`src/rtl/c3f_pkg.sv`:
```
// Shared constants, types and helpers for the 3x3 convolution filter.
package c3f_pkg;

   localparam int MAX_WIDTH  = 1024;
   localparam int MAX_HEIGHT = 1024;
   localparam int ADDR_W     = $clog2(MAX_WIDTH);
   localparam int COORD_W    = 10;
   localparam int SIZE_W     = 11;
   localparam int PIX_W      = 8;
   localparam int COEF_W     = 8;
   localparam int ROW_REG_W  = 3 * COEF_W;
   localparam int PROD_W     = PIX_W + COEF_W + 1;
   localparam int PSUM_W     = PROD_W + 1;
   localparam int SUM_W      = 20;
   localparam int CSR_IDX_W  = 3;
   localparam int CSR_DATA_W = ROW_REG_W;
   localparam int MIN_SIZE   = 3;

   localparam logic [ROW_REG_W-1:0] COEFF_RESET = ROW_REG_W'(24'hFF0001);
   localparam logic [SIZE_W-1:0]    SIZE_RESET  = SIZE_W'(6);

   typedef enum logic [CSR_IDX_W-1:0] {
      CSR_COEFF_TOP    = 3'd0,
      CSR_COEFF_MID    = 3'd1,
      CSR_COEFF_BOT    = 3'd2,
      CSR_FRAME_WIDTH  = 3'd3,
      CSR_FRAME_HEIGHT = 3'd4
   } csr_index_type;

   typedef struct packed {
      logic [PIX_W-1:0] pixel;
      logic             frame_start;
   } req_type;

   typedef struct packed {
      logic signed [SUM_W-1:0] filtered;
      logic [COORD_W-1:0]      out_row;
      logic [COORD_W-1:0]      out_col;
      logic                    frame_last;
   } rsp_type;

   typedef struct packed {
      logic [ROW_REG_W-1:0] coeff_top;
      logic [ROW_REG_W-1:0] coeff_mid;
      logic [ROW_REG_W-1:0] coeff_bot;
      logic [COORD_W-1:0]   w_m1;
      logic [COORD_W-1:0]   h_m1;
   } cfg_type;

   typedef struct packed {
      logic               valid;
      logic               emit;
      logic               last;
      logic [COORD_W-1:0] row;
      logic [COORD_W-1:0] col;
      logic [PIX_W-1:0]   px;
      logic [PIX_W-1:0]   mid;
      logic [PIX_W-1:0]   top;
   } win_col_type;

   function automatic logic signed [COEF_W-1:0] coeff_at(input logic [ROW_REG_W-1:0] row_reg,
                                                         input int k);
      return $signed(row_reg[k*COEF_W +: COEF_W]);
   endfunction

endpackage

```
`src/rtl/c3f_csr.sv`:
```
// Configuration registers with frame size clamping.
module c3f_csr import c3f_pkg::*; (
   input  logic                  clock,
   input  logic                  reset,
   input  logic                  csr_we,
   input  logic [CSR_IDX_W-1:0]  csr_index,
   input  logic [CSR_DATA_W-1:0] csr_wdata,
   output cfg_type               cfg
);

   logic [ROW_REG_W-1:0] coeff_top_ff;
   logic [ROW_REG_W-1:0] coeff_mid_ff;
   logic [ROW_REG_W-1:0] coeff_bot_ff;
   logic [SIZE_W-1:0]    width_ff;
   logic [SIZE_W-1:0]    height_ff;

   always_ff @(posedge clock) begin
      if (reset) begin
         coeff_top_ff <= COEFF_RESET;
         coeff_mid_ff <= COEFF_RESET;
         coeff_bot_ff <= COEFF_RESET;
         width_ff     <= SIZE_RESET;
         height_ff    <= SIZE_RESET;
      end else if (csr_we) begin
         case (csr_index)
            CSR_COEFF_TOP:    coeff_top_ff <= csr_wdata;
            CSR_COEFF_MID:    coeff_mid_ff <= csr_wdata;
            CSR_COEFF_BOT:    coeff_bot_ff <= csr_wdata;
            CSR_FRAME_WIDTH:  width_ff     <= csr_wdata[SIZE_W-1:0];
            CSR_FRAME_HEIGHT: height_ff    <= csr_wdata[SIZE_W-1:0];
            default: ;
         endcase
      end
   end

   always_comb begin
      cfg.coeff_top = coeff_top_ff;
      cfg.coeff_mid = coeff_mid_ff;
      cfg.coeff_bot = coeff_bot_ff;
      if (width_ff < SIZE_W'(MIN_SIZE)) begin
         cfg.w_m1 = COORD_W'(MIN_SIZE - 1);
      end else if (width_ff > SIZE_W'(MAX_WIDTH)) begin
         cfg.w_m1 = COORD_W'(MAX_WIDTH - 1);
      end else begin
         cfg.w_m1 = COORD_W'(width_ff - SIZE_W'(1));
      end
      if (height_ff < SIZE_W'(MIN_SIZE)) begin
         cfg.h_m1 = COORD_W'(MIN_SIZE - 1);
      end else if (height_ff > SIZE_W'(MAX_HEIGHT)) begin
         cfg.h_m1 = COORD_W'(MAX_HEIGHT - 1);
      end else begin
         cfg.h_m1 = COORD_W'(height_ff - SIZE_W'(1));
      end
   end

endmodule

```
`config.mk`:
```
export PLATFORM = sky130hd
export DESIGN_NAME = c3f_csr
export DESIGN_NICKNAME = d
export VERILOG_FILES = /design/src/rtl/c3f_pkg.sv /design/src/rtl/c3f_csr.sv
export SDC_FILE = /design/constraint.sdc
export NUM_CORES = 1
export LEC_CHECK = 0
export BUFFER_PORTS_ARGS = -buffer_cell sky130_fd_sc_hd__buf_2
export CORE_AREA = 10 10 105 153
export CTS_BUF_LIST = sky130_fd_sc_hd__clkbuf_2 sky130_fd_sc_hd__clkbuf_4 sky130_fd_sc_hd__clkbuf_8
export DETAILED_ROUTE_END_ITERATION = 16
export DIE_AREA = 0 0 115 163
export PLACE_DENSITY = 0.48
export SETUP_SLACK_MARGIN = 0.5
export SLEW_MARGIN = 20
export SYNTH_ARGS = -nofsm -noshare
export SYNTH_HDL_FRONTEND = slang
export SYNTH_SLANG_ARGS = --single-unit
```
`constraint.sdc`:
```
create_clock -name clock -period 3.9 [get_ports clock]
set_clock_uncertainty 0.2 [all_clocks]
set_input_delay 0.585 -clock clock [delete_from_list [all_inputs] [get_ports clock]]
set_output_delay 0.585 -clock clock [all_outputs]
set_load 0.05 [all_outputs]
```
Word-level counts from Yosys, hierarchy flattened --
Cells that the tools add are included.
Word-level totals: flip-flop bits (word level) 94, latch bits 0, memory bits (writable) 0, ROM bits 0, input bits 30, output and inout bits 92, logic and storage cells 25, memories kept 0
Cells by class: add/sub/neg operators 2, multipliers 0, divide/modulo/power cells 0, magnitude comparators 4, equality and inequality tests 4, shifts and indexed selects 0, muxes and demuxes 4, bitwise gates (word level) 0, reduce and logical (&&, ||, !) cells 6
Operator list (count):
- $mux 10 | 4
- $gt 11x11->1 const B | 2
- $lt 11x2->1 const B | 2
- $sub 10x1->10 const B | 2
- $reduce_and 2->1 | 5
- $eq 3x2->1 const B | 2
- $eq 3x1->1 const B | 1
- $eq 3x3->1 const B | 1
- $logic_not 3->1 | 1

Logic depth before layout (Yosys ltp) --
depth after elaboration 3, depth in mapped cells 6, mapped depth without buffers 5

Worst setup path before layout --
OpenSTA, ideal clock, no wires.
path type reg2out, start reg width_ff[2], end out cfg[18] (netlist bit), data arrival time 2.372 ns, data required time 3.115 ns, setup slack 0.743 ns, cell stages (with the launch flop) 5, path buffers 1, path through dfxtp_1 or4_1 buf_6 or4b_1 a31oi_1
RTL lines:
- start: declaration | RTL line c3f_csr.sv:14 | logic [SIZE_W-1:0] width_ff;
- start signal: assignment | RTL line c3f_csr.sv:29 | CSR_FRAME_WIDTH: width_ff <= csr_wdata[SIZE_W-1:0];
- end: declaration | RTL line c3f_csr.sv:8 | output cfg_type cfg

==> impl_results.md <==
* Cells after Synth at 491
* Most common cell after layout, fill and taps aside: nand2_1
* Status: completed
* Most used cell, CP: or4_1
* Synth Flop Type: dfxtp_1
* Setup Viol. Count Final at 0
* Pre-CTS setup slack at 1000 ps
* Area after DPL at 0.00468 mm²
* WL met2 at 6850 µm
* Total Die Area at 0.0187 mm²
* Vias in the first global route at 3785
* Clock transition at path regs at 90 ps
* Fmax at 305 MHz
* Critical Path AT at 2500 ps
* Via count at 3777
* Port Buffers at 121
* Crit path largest cell delay at 710 ps
* Crit Path Class: register to primary output
* Post-synth ARST share at 0
* FF-to-FF Start: width_ff[1]$_SDFFE_PP1P_
* Max-slew headroom at 0.350
* Worst Setup SP: height_ff[3]$_SDFFE_PP0P_
* R2R cell count at 3
* Clock sink count at 94
* Sequential area share after synthesis at 0.481
* Setup bufs post-CTS at 0
* # rows at 52
* Crit path depth at 4
* Top Layer Used: met4
* Avg Cell Area, Syn at 7.96 µm²
* Largest family of logic cells by synthesized area: simple AND/OR/NAND/NOR gates
* Antenna diodes at 0
* Mux contribution to synthesized area at 0
* Wirelength per Cell at 17.4 µm
* CP Max Fanout at 10
* Final HPWL DP at 9520 µm
* DRC Markers at 0
* Worst-Margin Slew at 974 ps
* Area growth, synth to finish at 24.5%
* CTS buffer count at 9
* VDD IR max at 0.000137 V
* Post-layout nets at 628
* CP Capture Type: primary output
* CTS tree: done
* RePlAce Congestion at 0.835
* # IOs at 122
* Leakage dissipation at 2.01 nW
* Final core utilization at 0.363
* Fin. Hold Viols at 0
* Worst Setup Start Kind: register
* Slowest-stage cell, CP: or4_1
* Root Driver: clkbuf_8
* Synth Warn # at 0
* Critical path's top delay family: simple AND/OR/NAND/NOR gates
* Synth Area in Compound Gates at 0.155
* Antenna-violating nets left at 0
* Chip Width at 115 µm
* Post-cts resize count at 0
* Worst hold stages at 2
* Pins Over Slew Limit at 0
* Hold Path End: coeff_top_ff[1]$_SDFFE_PP0P_
* Via density at 4.96
* WP data required at 3120 ps
* Pre-antenna DRT Iters at 5
* # fillers at 1412
* Synth cell types at 32
* Final Cycle Share at 0.841
* CTS max path bufs at 2
* Global-route wire length before repair at 21000 µm
* Htree depth at 3
* Fraction of layout cells with a size suffix above 1 at 0.255
* Mapped Area at 0.00391 mm²
* Post-synth EDFFs at 0
* #FFs+latches synth at 94
* Setup TNS at 0 ps
* Setup WS post-layout at 619 ps
* Largest net degree at the start of global routing at 45
* CP Cell Sequence: or4_1 > or4_1 > a31oi_1 > buf_2
* Max-Cap Viols at 0
* Worst flop-to-flop path endpoint: width_ff[1]$_SDFFE_PP1P_
* Synth Area in Adders at 0.00640
* Total wire length at 13300 µm
* Initial Util at 0.292
* Gr usage total at 0.140
* Fin crit period at 3280 ps
* RSZ-0062 raised after global routing: no
* Simple-gate share of the synthesized area at 0.302
* Worst reg2reg setup slack at 2740 ps
* Clk Latency, worst-skew pair at 360 ps
* Worst Hold Class: register to register
* DIE HEIGHT at 163 µm
* Worst hold slack at 253 ps
* Worst Path Buf+Inv at 1
* XOR/XNOR share of the synthesized area at 0.0112
* Post-Syn Nets at 523
* Core Region at 0.0134 mm²
* Hold Path Origin: coeff_top_ff[1]$_SDFFE_PP0P_
* Pwr dens at 399 mW/mm²
* DR WL met3 at 902 µm
* Initial antenna violation count at 0
* M1 WL at 5340 µm
* Design area at 0.00487 mm²
* Remaining global-route overflow at 0
* Post-CTS Hold Fix Bufs at 0
* DRT iter0 DRCs at 129
* Highest-count cells in the layout ignoring fill and taps: nand2_1 (184), buf_2 (121), dfxtp_1 (94), a21oi_1 (71), nand3b_1 (31)
==> layout make-up <==
type,count,area [µm²],area share
clock buffers,10,131,0.0270
clock inverters,5,58.8,0.0121
inverters,8,30.0,0.00617
multi-input cells,354,1900,0.390
flip-flops and latches,94,1880,0.387
well taps,162,203,0.0417
repair buffers,129,666,0.137
==> where the power goes <==
group / internal, mW / switching (mW)
clock: 0.302 / 0.350
sequential: 0.984 / 0.0179
combinational: 0.0727 / 0.215
==> cell usage after synthesis (3+ instances only) <==
master | count | area share
xnor2_1 | 4 | 0.0090
dfxtp_1 | 94 | 0.48
o41ai_1 | 3 | 0.0067
o21ai_0 | 3 | 0.0038
or4_1 | 9 | 0.017
nor4bb_1 | 3 | 0.0077
nor2_1 | 4 | 0.0038
a21oi_1 | 71 | 0.091
nand2_1 | 184 | 0.18
or3_1 | 4 | 0.0064
clkbuf_1 | 33 | 0.032
nand3b_1 | 31 | 0.060
o31ai_1 | 5 | 0.0096
inv_1 | 8 | 0.0077
a31oi_1 | 9 | 0.014
nand4bb_1 | 3 | 0.0086
==> state kept, by name (all words and copies together) (netlist names) <==
register	cells
coeff_mid_ff	24
height_ff	11
width_ff	11
coeff_top_ff	24
coeff_bot_ff	24
==> worst max path at each step <==
stage | endpoint | slack, ps
finish | cfg[7] | 620
global route | cfg[7] | 510
CTS | cfg[11] | 590
detailed placement | cfg[11] | 1000
global placement | cfg[11] | 1040
floorplan | cfg[18] | 740
==> worst reg2reg max path, cell delays in order, from the launching register on <==
cell     delay (ps)
dfxtp_1         400
inv_1           130
nor2_1           60
a211o_1         270
==> metrics by stage <==
stage	power (mW)	instances
floorplan	1.22	491
global placement	1.31	747
detailed placement	1.32	747
CTS	1.97	762
global route	2.03	762
finish	1.94	762
==> cells by family after synthesis <==
family,Yosys count
simple gates,248
compound gates,99
flops,94
buf+inv,43
xor+xnor,5
fa+ha+maj,2
==> layer usage <==
| layer | global-route usage | vias up |
|---|---|---|
| met5 | 0 | - |
| met4 | 0.0508 | 0 |
| met3 | 0.0424 | 15 |
| li1 | - | 1866 |
| met2 | 0.239 | 104 |
| met1 | 0.159 | 1792 |
No activity file was read; power rests on OpenSTA's default activity.
