### src/rtl/c3f_pkg.sv
// Shared constants, types and helpers for the 3x3 convolution filter.
package c3f_pkg;

   localparam int MAX_WIDTH  = 1024;
   localparam int MAX_HEIGHT = 1024;
   localparam int ADDR_W     = $clog2(MAX_WIDTH);
   localparam int COORD_W    = 10;
   localparam int SIZE_W     = 11;
   localparam int PIX_W      = 8;
   localparam int COEF_W     = 8;
   localparam int ROW_REG_W  = 3 * COEF_W;
   localparam int PROD_W     = PIX_W + COEF_W + 1;
   localparam int PSUM_W     = PROD_W + 1;
   localparam int SUM_W      = 20;
   localparam int CSR_IDX_W  = 3;
   localparam int CSR_DATA_W = ROW_REG_W;
   localparam int MIN_SIZE   = 3;

   localparam logic [ROW_REG_W-1:0] COEFF_RESET = ROW_REG_W'(24'hFF0001);
   localparam logic [SIZE_W-1:0]    SIZE_RESET  = SIZE_W'(6);

   typedef enum logic [CSR_IDX_W-1:0] {
      CSR_COEFF_TOP    = 3'd0,
      CSR_COEFF_MID    = 3'd1,
      CSR_COEFF_BOT    = 3'd2,
      CSR_FRAME_WIDTH  = 3'd3,
      CSR_FRAME_HEIGHT = 3'd4
   } csr_index_type;

   typedef struct packed {
      logic [PIX_W-1:0] pixel;
      logic             frame_start;
   } req_type;

   typedef struct packed {
      logic signed [SUM_W-1:0] filtered;
      logic [COORD_W-1:0]      out_row;
      logic [COORD_W-1:0]      out_col;
      logic                    frame_last;
   } rsp_type;

   typedef struct packed {
      logic [ROW_REG_W-1:0] coeff_top;
      logic [ROW_REG_W-1:0] coeff_mid;
      logic [ROW_REG_W-1:0] coeff_bot;
      logic [COORD_W-1:0]   w_m1;
      logic [COORD_W-1:0]   h_m1;
   } cfg_type;

   typedef struct packed {
      logic               valid;
      logic               emit;
      logic               last;
      logic [COORD_W-1:0] row;
      logic [COORD_W-1:0] col;
      logic [PIX_W-1:0]   px;
      logic [PIX_W-1:0]   mid;
      logic [PIX_W-1:0]   top;
   } win_col_type;

   function automatic logic signed [COEF_W-1:0] coeff_at(input logic [ROW_REG_W-1:0] row_reg,
                                                         input int k);
      return $signed(row_reg[k*COEF_W +: COEF_W]);
   endfunction

endpackage

### src/rtl/c3f_mac.sv
// Window registers, nine products, adder tree and result register.
module c3f_mac import c3f_pkg::*; (
   input  logic        clock,
   input  logic        reset,
   input  cfg_type     cfg,
   input  win_col_type s1,
   output logic        pop,
   output logic        rsp_valid,
   input  logic        rsp_ready,
   output rsp_type     rsp_data
);

   logic [PIX_W-1:0]         window_ff [3][3];
   logic [PIX_W-1:0]         window_in [3][3];
   logic [ROW_REG_W-1:0]     coeff_rows [3];
   logic signed [PROD_W-1:0] prod_in [3][3];
   logic signed [PROD_W-1:0] prod_ff [3][3];
   logic signed [PSUM_W-1:0] psum_in [3];
   logic signed [PSUM_W-1:0] psum_ff [3];
   logic signed [SUM_W-1:0]  sum_in;

   logic               s2_valid_ff, s2_valid_in;
   logic [COORD_W-1:0] s2_row_ff, s2_col_ff;
   logic               s2_last_ff;
   logic               s3_valid_ff, s3_valid_in;
   logic [COORD_W-1:0] s3_row_ff, s3_col_ff;
   logic               s3_last_ff;
   logic               out_valid_ff, out_valid_in;
   rsp_type            out_ff;

   logic rdy_o, rdy_3, rdy_2;

   assign rdy_o = !out_valid_ff || rsp_ready;
   assign rdy_3 = !s3_valid_ff || rdy_o;
   assign rdy_2 = !s2_valid_ff || rdy_3;
   assign pop   = s1.valid && rdy_2;

   always_comb begin
      coeff_rows[0] = cfg.coeff_top;
      coeff_rows[1] = cfg.coeff_mid;
      coeff_rows[2] = cfg.coeff_bot;
      for (int r = 0; r < 3; r++) begin
         window_in[r][0] = window_ff[r][1];
         window_in[r][1] = window_ff[r][2];
      end
      window_in[0][2] = s1.top;
      window_in[1][2] = s1.mid;
      window_in[2][2] = s1.px;
      for (int r = 0; r < 3; r++) begin
         for (int c = 0; c < 3; c++) begin
            prod_in[r][c] = $signed({1'b0, window_in[r][c]}) * coeff_at(coeff_rows[r], c);
         end
      end
      for (int r = 0; r < 3; r++) begin
         psum_in[r] = PSUM_W'(prod_ff[r][0]) + PSUM_W'(prod_ff[r][1]) + PSUM_W'(prod_ff[r][2]);
      end
      sum_in = SUM_W'(psum_ff[0]) + SUM_W'(psum_ff[1]) + SUM_W'(psum_ff[2]);
      s2_valid_in  = rdy_2 ? (s1.valid && s1.emit) : s2_valid_ff;
      s3_valid_in  = rdy_3 ? s2_valid_ff : s3_valid_ff;
      out_valid_in = rdy_o ? s3_valid_ff : out_valid_ff;
   end

   always_ff @(posedge clock) begin
      if (reset) begin
         for (int r = 0; r < 3; r++) begin
            for (int c = 0; c < 3; c++) begin
               window_ff[r][c] <= '0;
            end
         end
      end else if (pop) begin
         window_ff <= window_in;
      end
   end

   always_ff @(posedge clock) begin
      if (reset) begin
         s2_valid_ff  <= 1'b0;
         s3_valid_ff  <= 1'b0;
         out_valid_ff <= 1'b0;
      end else begin
         s2_valid_ff  <= s2_valid_in;
         s3_valid_ff  <= s3_valid_in;
         out_valid_ff <= out_valid_in;
      end
   end

   always_ff @(posedge clock) begin
      if (rdy_2) begin
         prod_ff    <= prod_in;
         s2_row_ff  <= s1.row - COORD_W'(1);
         s2_col_ff  <= s1.col - COORD_W'(1);
         s2_last_ff <= s1.last;
      end
      if (rdy_3) begin
         psum_ff    <= psum_in;
         s3_row_ff  <= s2_row_ff;
         s3_col_ff  <= s2_col_ff;
         s3_last_ff <= s2_last_ff;
      end
      if (rdy_o) begin
         out_ff.filtered   <= sum_in;
         out_ff.out_row    <= s3_row_ff;
         out_ff.out_col    <= s3_col_ff;
         out_ff.frame_last <= s3_last_ff;
      end
   end

   assign rsp_valid = out_valid_ff;
   assign rsp_data  = out_ff;

   a_emit_reaches_products: assert property (@(posedge clock) disable iff (reset)
      s1.valid && s1.emit && rdy_2 |=> s2_valid_ff)
      else $error("interior position dropped before product stage");

   a_result_from_sum_stage: assert property (@(posedge clock) disable iff (reset)
      $rose(out_valid_ff) |-> $past(s3_valid_ff))
      else $error("result appeared without a summed transfer");

endmodule

### config.mk
export PLATFORM = sky130hd
export DESIGN_NAME = c3f_mac
export DESIGN_NICKNAME = d
export VERILOG_FILES = /design/src/rtl/c3f_pkg.sv /design/src/rtl/c3f_mac.sv
export SDC_FILE = /design/constraint.sdc
export NUM_CORES = 2
export LEC_CHECK = 0
export BUFFER_PORTS_ARGS = -buffer_cell sky130_fd_sc_hd__buf_2
export CAP_MARGIN = 20
export CORE_AREA = 2 2 273 275
export DETAILED_ROUTE_END_ITERATION = 10
export DIE_AREA = 0 0 275 277
export MAX_ROUTING_LAYER = met4
export SYNTH_ARGS = -nofsm -noshare
export SYNTH_HDL_FRONTEND = slang
export SYNTH_SLANG_ARGS = --single-unit
export TNS_END_PERCENT = 5
### constraint.sdc
create_clock -name clock -period 26.7 [get_ports clock]
set_input_delay 5.34 -clock clock [delete_from_list [all_inputs] [get_ports clock]]
set_output_delay 5.34 -clock clock [all_outputs]
set_load 0.02 [all_outputs]
After elaboration in Yosys (flattened, before gate mapping):

Cells that the tools add are included.

* add/sub/neg operators: 10
* $mul: 9
* reduce and logical (&&, ||, !) cells: 8

Operator list (number)
* 9-bit by 8-bit multiplier with 17-bit output: 9
* 17-bit by 17-bit adder with 18-bit output: 3
* 18-bit by 17-bit adder with 18-bit output: 3
* 19-bit by 18-bit adder with 20-bit output: 1
* 10-bit by 1-bit subtractor with 10-bit output (second input constant): 2
* 18-bit by 18-bit adder with 19-bit output: 1
* 1-bit logical NOT: 3
* 1-bit logical OR: 3
* 1-bit logical AND: 2

* flip-flop bits (word level): 341
* input bits: 142
* output and inout port bits: 43
* word-level logic and storage cells: 58

Depth between registers and ports, before layout:

* depth in word-level cells: 5
* depth in mapped cells: 20
* gate-level depth less buffers: 19

Least setup slack after synthesis:

OpenSTA, ideal clock, no wires.

* kind: input-to-output
* from: in rsp_ready
* to: out pop
* arrival: 11.216 ns
* data required time: 21.360 ns
* setup slack: 10.144 ns
* stages on the path: 5
* path buffers: 1
* cell sequence: nor2b_1 -> nand3_1 -> nand2_1 -> inv_1 -> clkbuf_1

* cells in the longest elaborated chain, start to end: 4

RTL lines
* start, declared: line c3f_mac.sv:9 `input logic rsp_ready,`
* 1-bit logical OR: line c3f_mac.sv:33 `assign rdy_o = !out_valid_ff || rsp_ready;`
* 1-bit logical OR: line c3f_mac.sv:34 `assign rdy_3 = !s3_valid_ff || rdy_o;`
* 1-bit logical OR: line c3f_mac.sv:35 `assign rdy_2 = !s2_valid_ff || rdy_3;`
* 1-bit logical AND: line c3f_mac.sv:36 `assign pop = s1.valid && rdy_2;`
* end, declared: line c3f_mac.sv:7 `output logic pop,`

No other way between the ends.

Final worst setup path:

Same ends and word-level chain as after synthesis.

==> results_dict.tcl <==
set metrics [dict create \
    async_reset_ff_frac 0 \
    place_congestion 0.845 \
    r2r-start "window_ff[51]" \
    netlist.area_leader.share 0.249 \
    p_leak_nw 18.3 \
    power_density_nw_per_um2 93.4 \
    clk_latency_ps 560 \
    dpl.hpwl_mm 58.3 \
    cp-start-kind "primary input" \
    arrival_ps 7140 \
    drtAntennaViolNets 0 \
    max_cap_violations 0 \
    synth-edff-count 290 \
    netlist_area_um2 34900 \
    coreArea_um2 73600 \
    syn2layout_area_growth_pct 9.49 \
    cts_buffers 41 \
    min_to "rsp_data[2]" \
    std_cell_rows 100 \
    hold_path_class "register to register" \
    ir_drop_v 0.0000942 \
    yosys-top-cells-area "edfxtp_1 25%, fa_1 23%, ha_1 16%" \
    hold_ws_ps 412 \
    fin_crit_ps 12480 \
    power.switching_w 0.00150 \
    critPathKind "primary input to output pin" \
    die_x_um 275 \
    synthCells 3374 \
    pwr-share-comb 0.575 \
    clk_pin_slew_ps 60 \
    die_h_um 277 \
    via_per_inst 5.09 \
    tritoncts "done" \
    hold_buffers 0 \
    io_pins 185 \
    finalClockSkew_ps 12.7 \
    ys_seq_elements 341 \
    yosysTopAreaCell "edfxtp_1" \
    status "completed" \
    worst_slew_pin_slew_ps 1040 \
    syn_avg_cell_area_um2 10.4 \
    seq_area_frac_synth 0.278 \
    grt_max_degree 89 \
    avgRoutedWirePerCell_um 16.1 \
    max_freq_ghz 0.0801 \
    cts.root.buffer_cell "clkbuf_16" \
    slew_headroom 0.304 \
    rrSetupSlack_ps 21780 \
    min_path_cells 0 \
    post_cts_buffers 0 \
    synth_top_flop_cell "edfxtp_1" \
    dieArea_um2 76200 \
    intPower_w 0.00207 \
    start_util 0.475 \
    path_max_fanout 29 \
    worst_setup_path_end_kind "output pin" \
    htreeDepth 2 \
    cts_resized 0 \
    r2r_end "prod_ff[133]" \
    drt_wl_total_mm 73.1 \
    clkPwrFrac 0.161 \
    drt_iter0_markers 1097 \
    antenna_found_initial 2 \
    clockBufferDepth 3 \
    clock-sinks 341 \
    synth_nets 4377 \
    rsz0062_at_grt "false" \
    worstRegToRegCells 18 \
    final.setup.tns_ps 0 \
    min_from "s3_col_ff[1]" \
    critPathRequiredTime_ps 21360 \
    num-nets-final 4536 \
    synth.distinct_cells 69 \
    first_pass_iters 5 \
    period_share 0.468 \
    swShare 0.420 \
    grt_pass1_vias 23600 \
    yosysWarnings 0 \
    port_buffers 164 \
    track_usage 0.207 \
    gr-total-overflow 0 \
    slew_violations 0 \
    p_seq_frac 0.264 \
    setup_viol 0 \
    drive_gt1_frac 0.0760 \
    drc 0 \
    vias 23100 \
    grt_pass1_wl_mm 122 \
    final-hold-violation-count 0 \
]
## sequential cells by signal, summed over array words and instances, names as in the netlist
name,flops
s2_row_ff,10
s2_col_ff,10
s3_valid_ff,1
s2_last_ff,1
s2_valid_ff,1
s3_row_ff,10
window_ff,48
s3_col_ff,10
s3_last_ff,1
rsp_valid,1
prod_ff,153
psum_ff,54
rsp_data,41
## Yosys cell counts (3+ instances only)
cell type    n
o21ai_0     50
xor2_1      38
mux2i_1      5
o21ai_1      5
and2_1     375
nand3_1     28
buf_1        3
inv_1      576
o31ai_1      5
o211ai_2     3
or2_2        7
a21o_1      24
o31a_1       9
a31oi_1      8
dfxtp_1     51
nor3_1      39
nand4_1      7
edfxtp_1   290
clkbuf_1    52
a211oi_1     8
nor2b_1     28
o21a_1      36
o211ai_1     9
nand2b_1    37
nor4_1       3
o21bai_1    11
or4_1        3
o211a_1      3
or3_1       12
xnor2_1    124
fa_1       406
a2111oi_2    7
ha_1       455
nand2_1    302
and3_1      14
nand3b_1     4
a221oi_1     5
nor2_1     130
a21oi_1    166
## area by class of cell
cell class	count	area (um2)
inverter	576	2160
fill	6756	35300
clock inverter	28	339
sequential	341	9730
clock buffer	47	1050
multi-input combinational	2401	22900
tap	969	1210
antenna	2	5.00
timing repair buffer	172	901
## worst max-delay path by stage
stage	start	to	slack, ps	cells after the start
3_5_place_dp	rsp_ready	pop	14180	7
5_1_grt	rsp_ready	pop	14030	7
4_1_cts	rsp_ready	pop	14170	7
3_3_place_gp	rsp_ready	pop	14210	7
6_report	rsp_ready	pop	14220	7
2_1_floorplan	rsp_ready	pop	10140	5
## kinds of logic (layout without fill, tap and decap cells)
group / after synthesis / count (layout) / synth area share
buf+inv: 632 / 823 / 0.0679
mux: 5 / 5 / 0.00143
xor+xnor: 162 / 162 / 0.0406
flops: 341 / 341 / 0.278
other cells: 0 / 2 / 0
simple gates: 990 / 990 / 0.144
fa+ha+maj: 861 / 861 / 0.395
compound gates: 383 / 383 / 0.0720
## per-layer routing
metal  GRT usage  wire (um)  vias to the layer above
met5           -          0                        -
met4      0.0363       1010                        0
met3      0.0217       2680                       67
met2       0.331      34500                      319
met1       0.288      34900                    11400
li1            -          -                    11300
## power groups by stage
stage	Sequential [W]	Clock [W]	Combinational, W
floorplan	0.000935	0	0.00155
global placement	0.000957	0	0.00203
detailed placement	0.000959	0	0.00205
CTS	0.000949	0.000595	0.00207
global route	0.000961	0.000615	0.00233
finish	0.000943	0.000575	0.00206
## layout by cell type (no fill, tap or decap), types with 6 or more instances in the layout
| master | netlist | routed |
|---|---|---|
| xor2_1 | 38 | 38 |
| nor2_1 | 130 | 130 |
| clkbuf_16 | 0 | 41 |
| clkinv_2 | 0 | 6 |
| xnor2_1 | 124 | 124 |
| nor2b_1 | 28 | 28 |
| nand2_1 | 302 | 300 |
| fa_1 | 406 | 406 |
| buf_2 | 1 | 164 |
| inv_1 | 576 | 574 |
| a31oi_1 | 8 | 8 |
| nand4_1 | 7 | 7 |
| and2_1 | 375 | 375 |
| o21ai_0 | 50 | 50 |
| a211oi_1 | 8 | 8 |
| a21oi_1 | 166 | 166 |
| clkbuf_1 | 52 | 6 |
| nand3_1 | 28 | 27 |
| or3_1 | 12 | 12 |
| o211ai_1 | 9 | 9 |
| o21a_1 | 36 | 36 |
| dfxtp_1 | 51 | 51 |
| nand2b_1 | 37 | 37 |
| a21o_1 | 24 | 24 |
| a2111oi_2 | 7 | 7 |
| and3_1 | 14 | 14 |
| nor3_1 | 39 | 39 |
| or2_2 | 7 | 7 |
| ha_1 | 455 | 455 |
| o21bai_1 | 11 | 11 |
| bufinv_16 | 0 | 6 |
| edfxtp_1 | 290 | 290 |
| buf_4 | 0 | 7 |
| o31a_1 | 9 | 9 |
## critical path, stage by stage
cell,delay (ps)
buf_2,90
nor2b_1,460
nand3_4,390
nand2_2,170
buf_4,380
inv_2,60
buf_2,170
## through the flow
step                       util  instance area (um2)  power (W)  setup slack [ps]  instances
after floorplan               -                34900    0.00248             10140       3374
after global placement    0.501                36800    0.00299             14210       4458
after detailed placement  0.501                36800    0.00301             14180       4458
after CTS                 0.520                38200    0.00361             14170       4533
after global routing      0.520                38300    0.00390             14030       4536
final                     0.520                38300    0.00357             14220       4536
(Power assumes the default switching activity.)
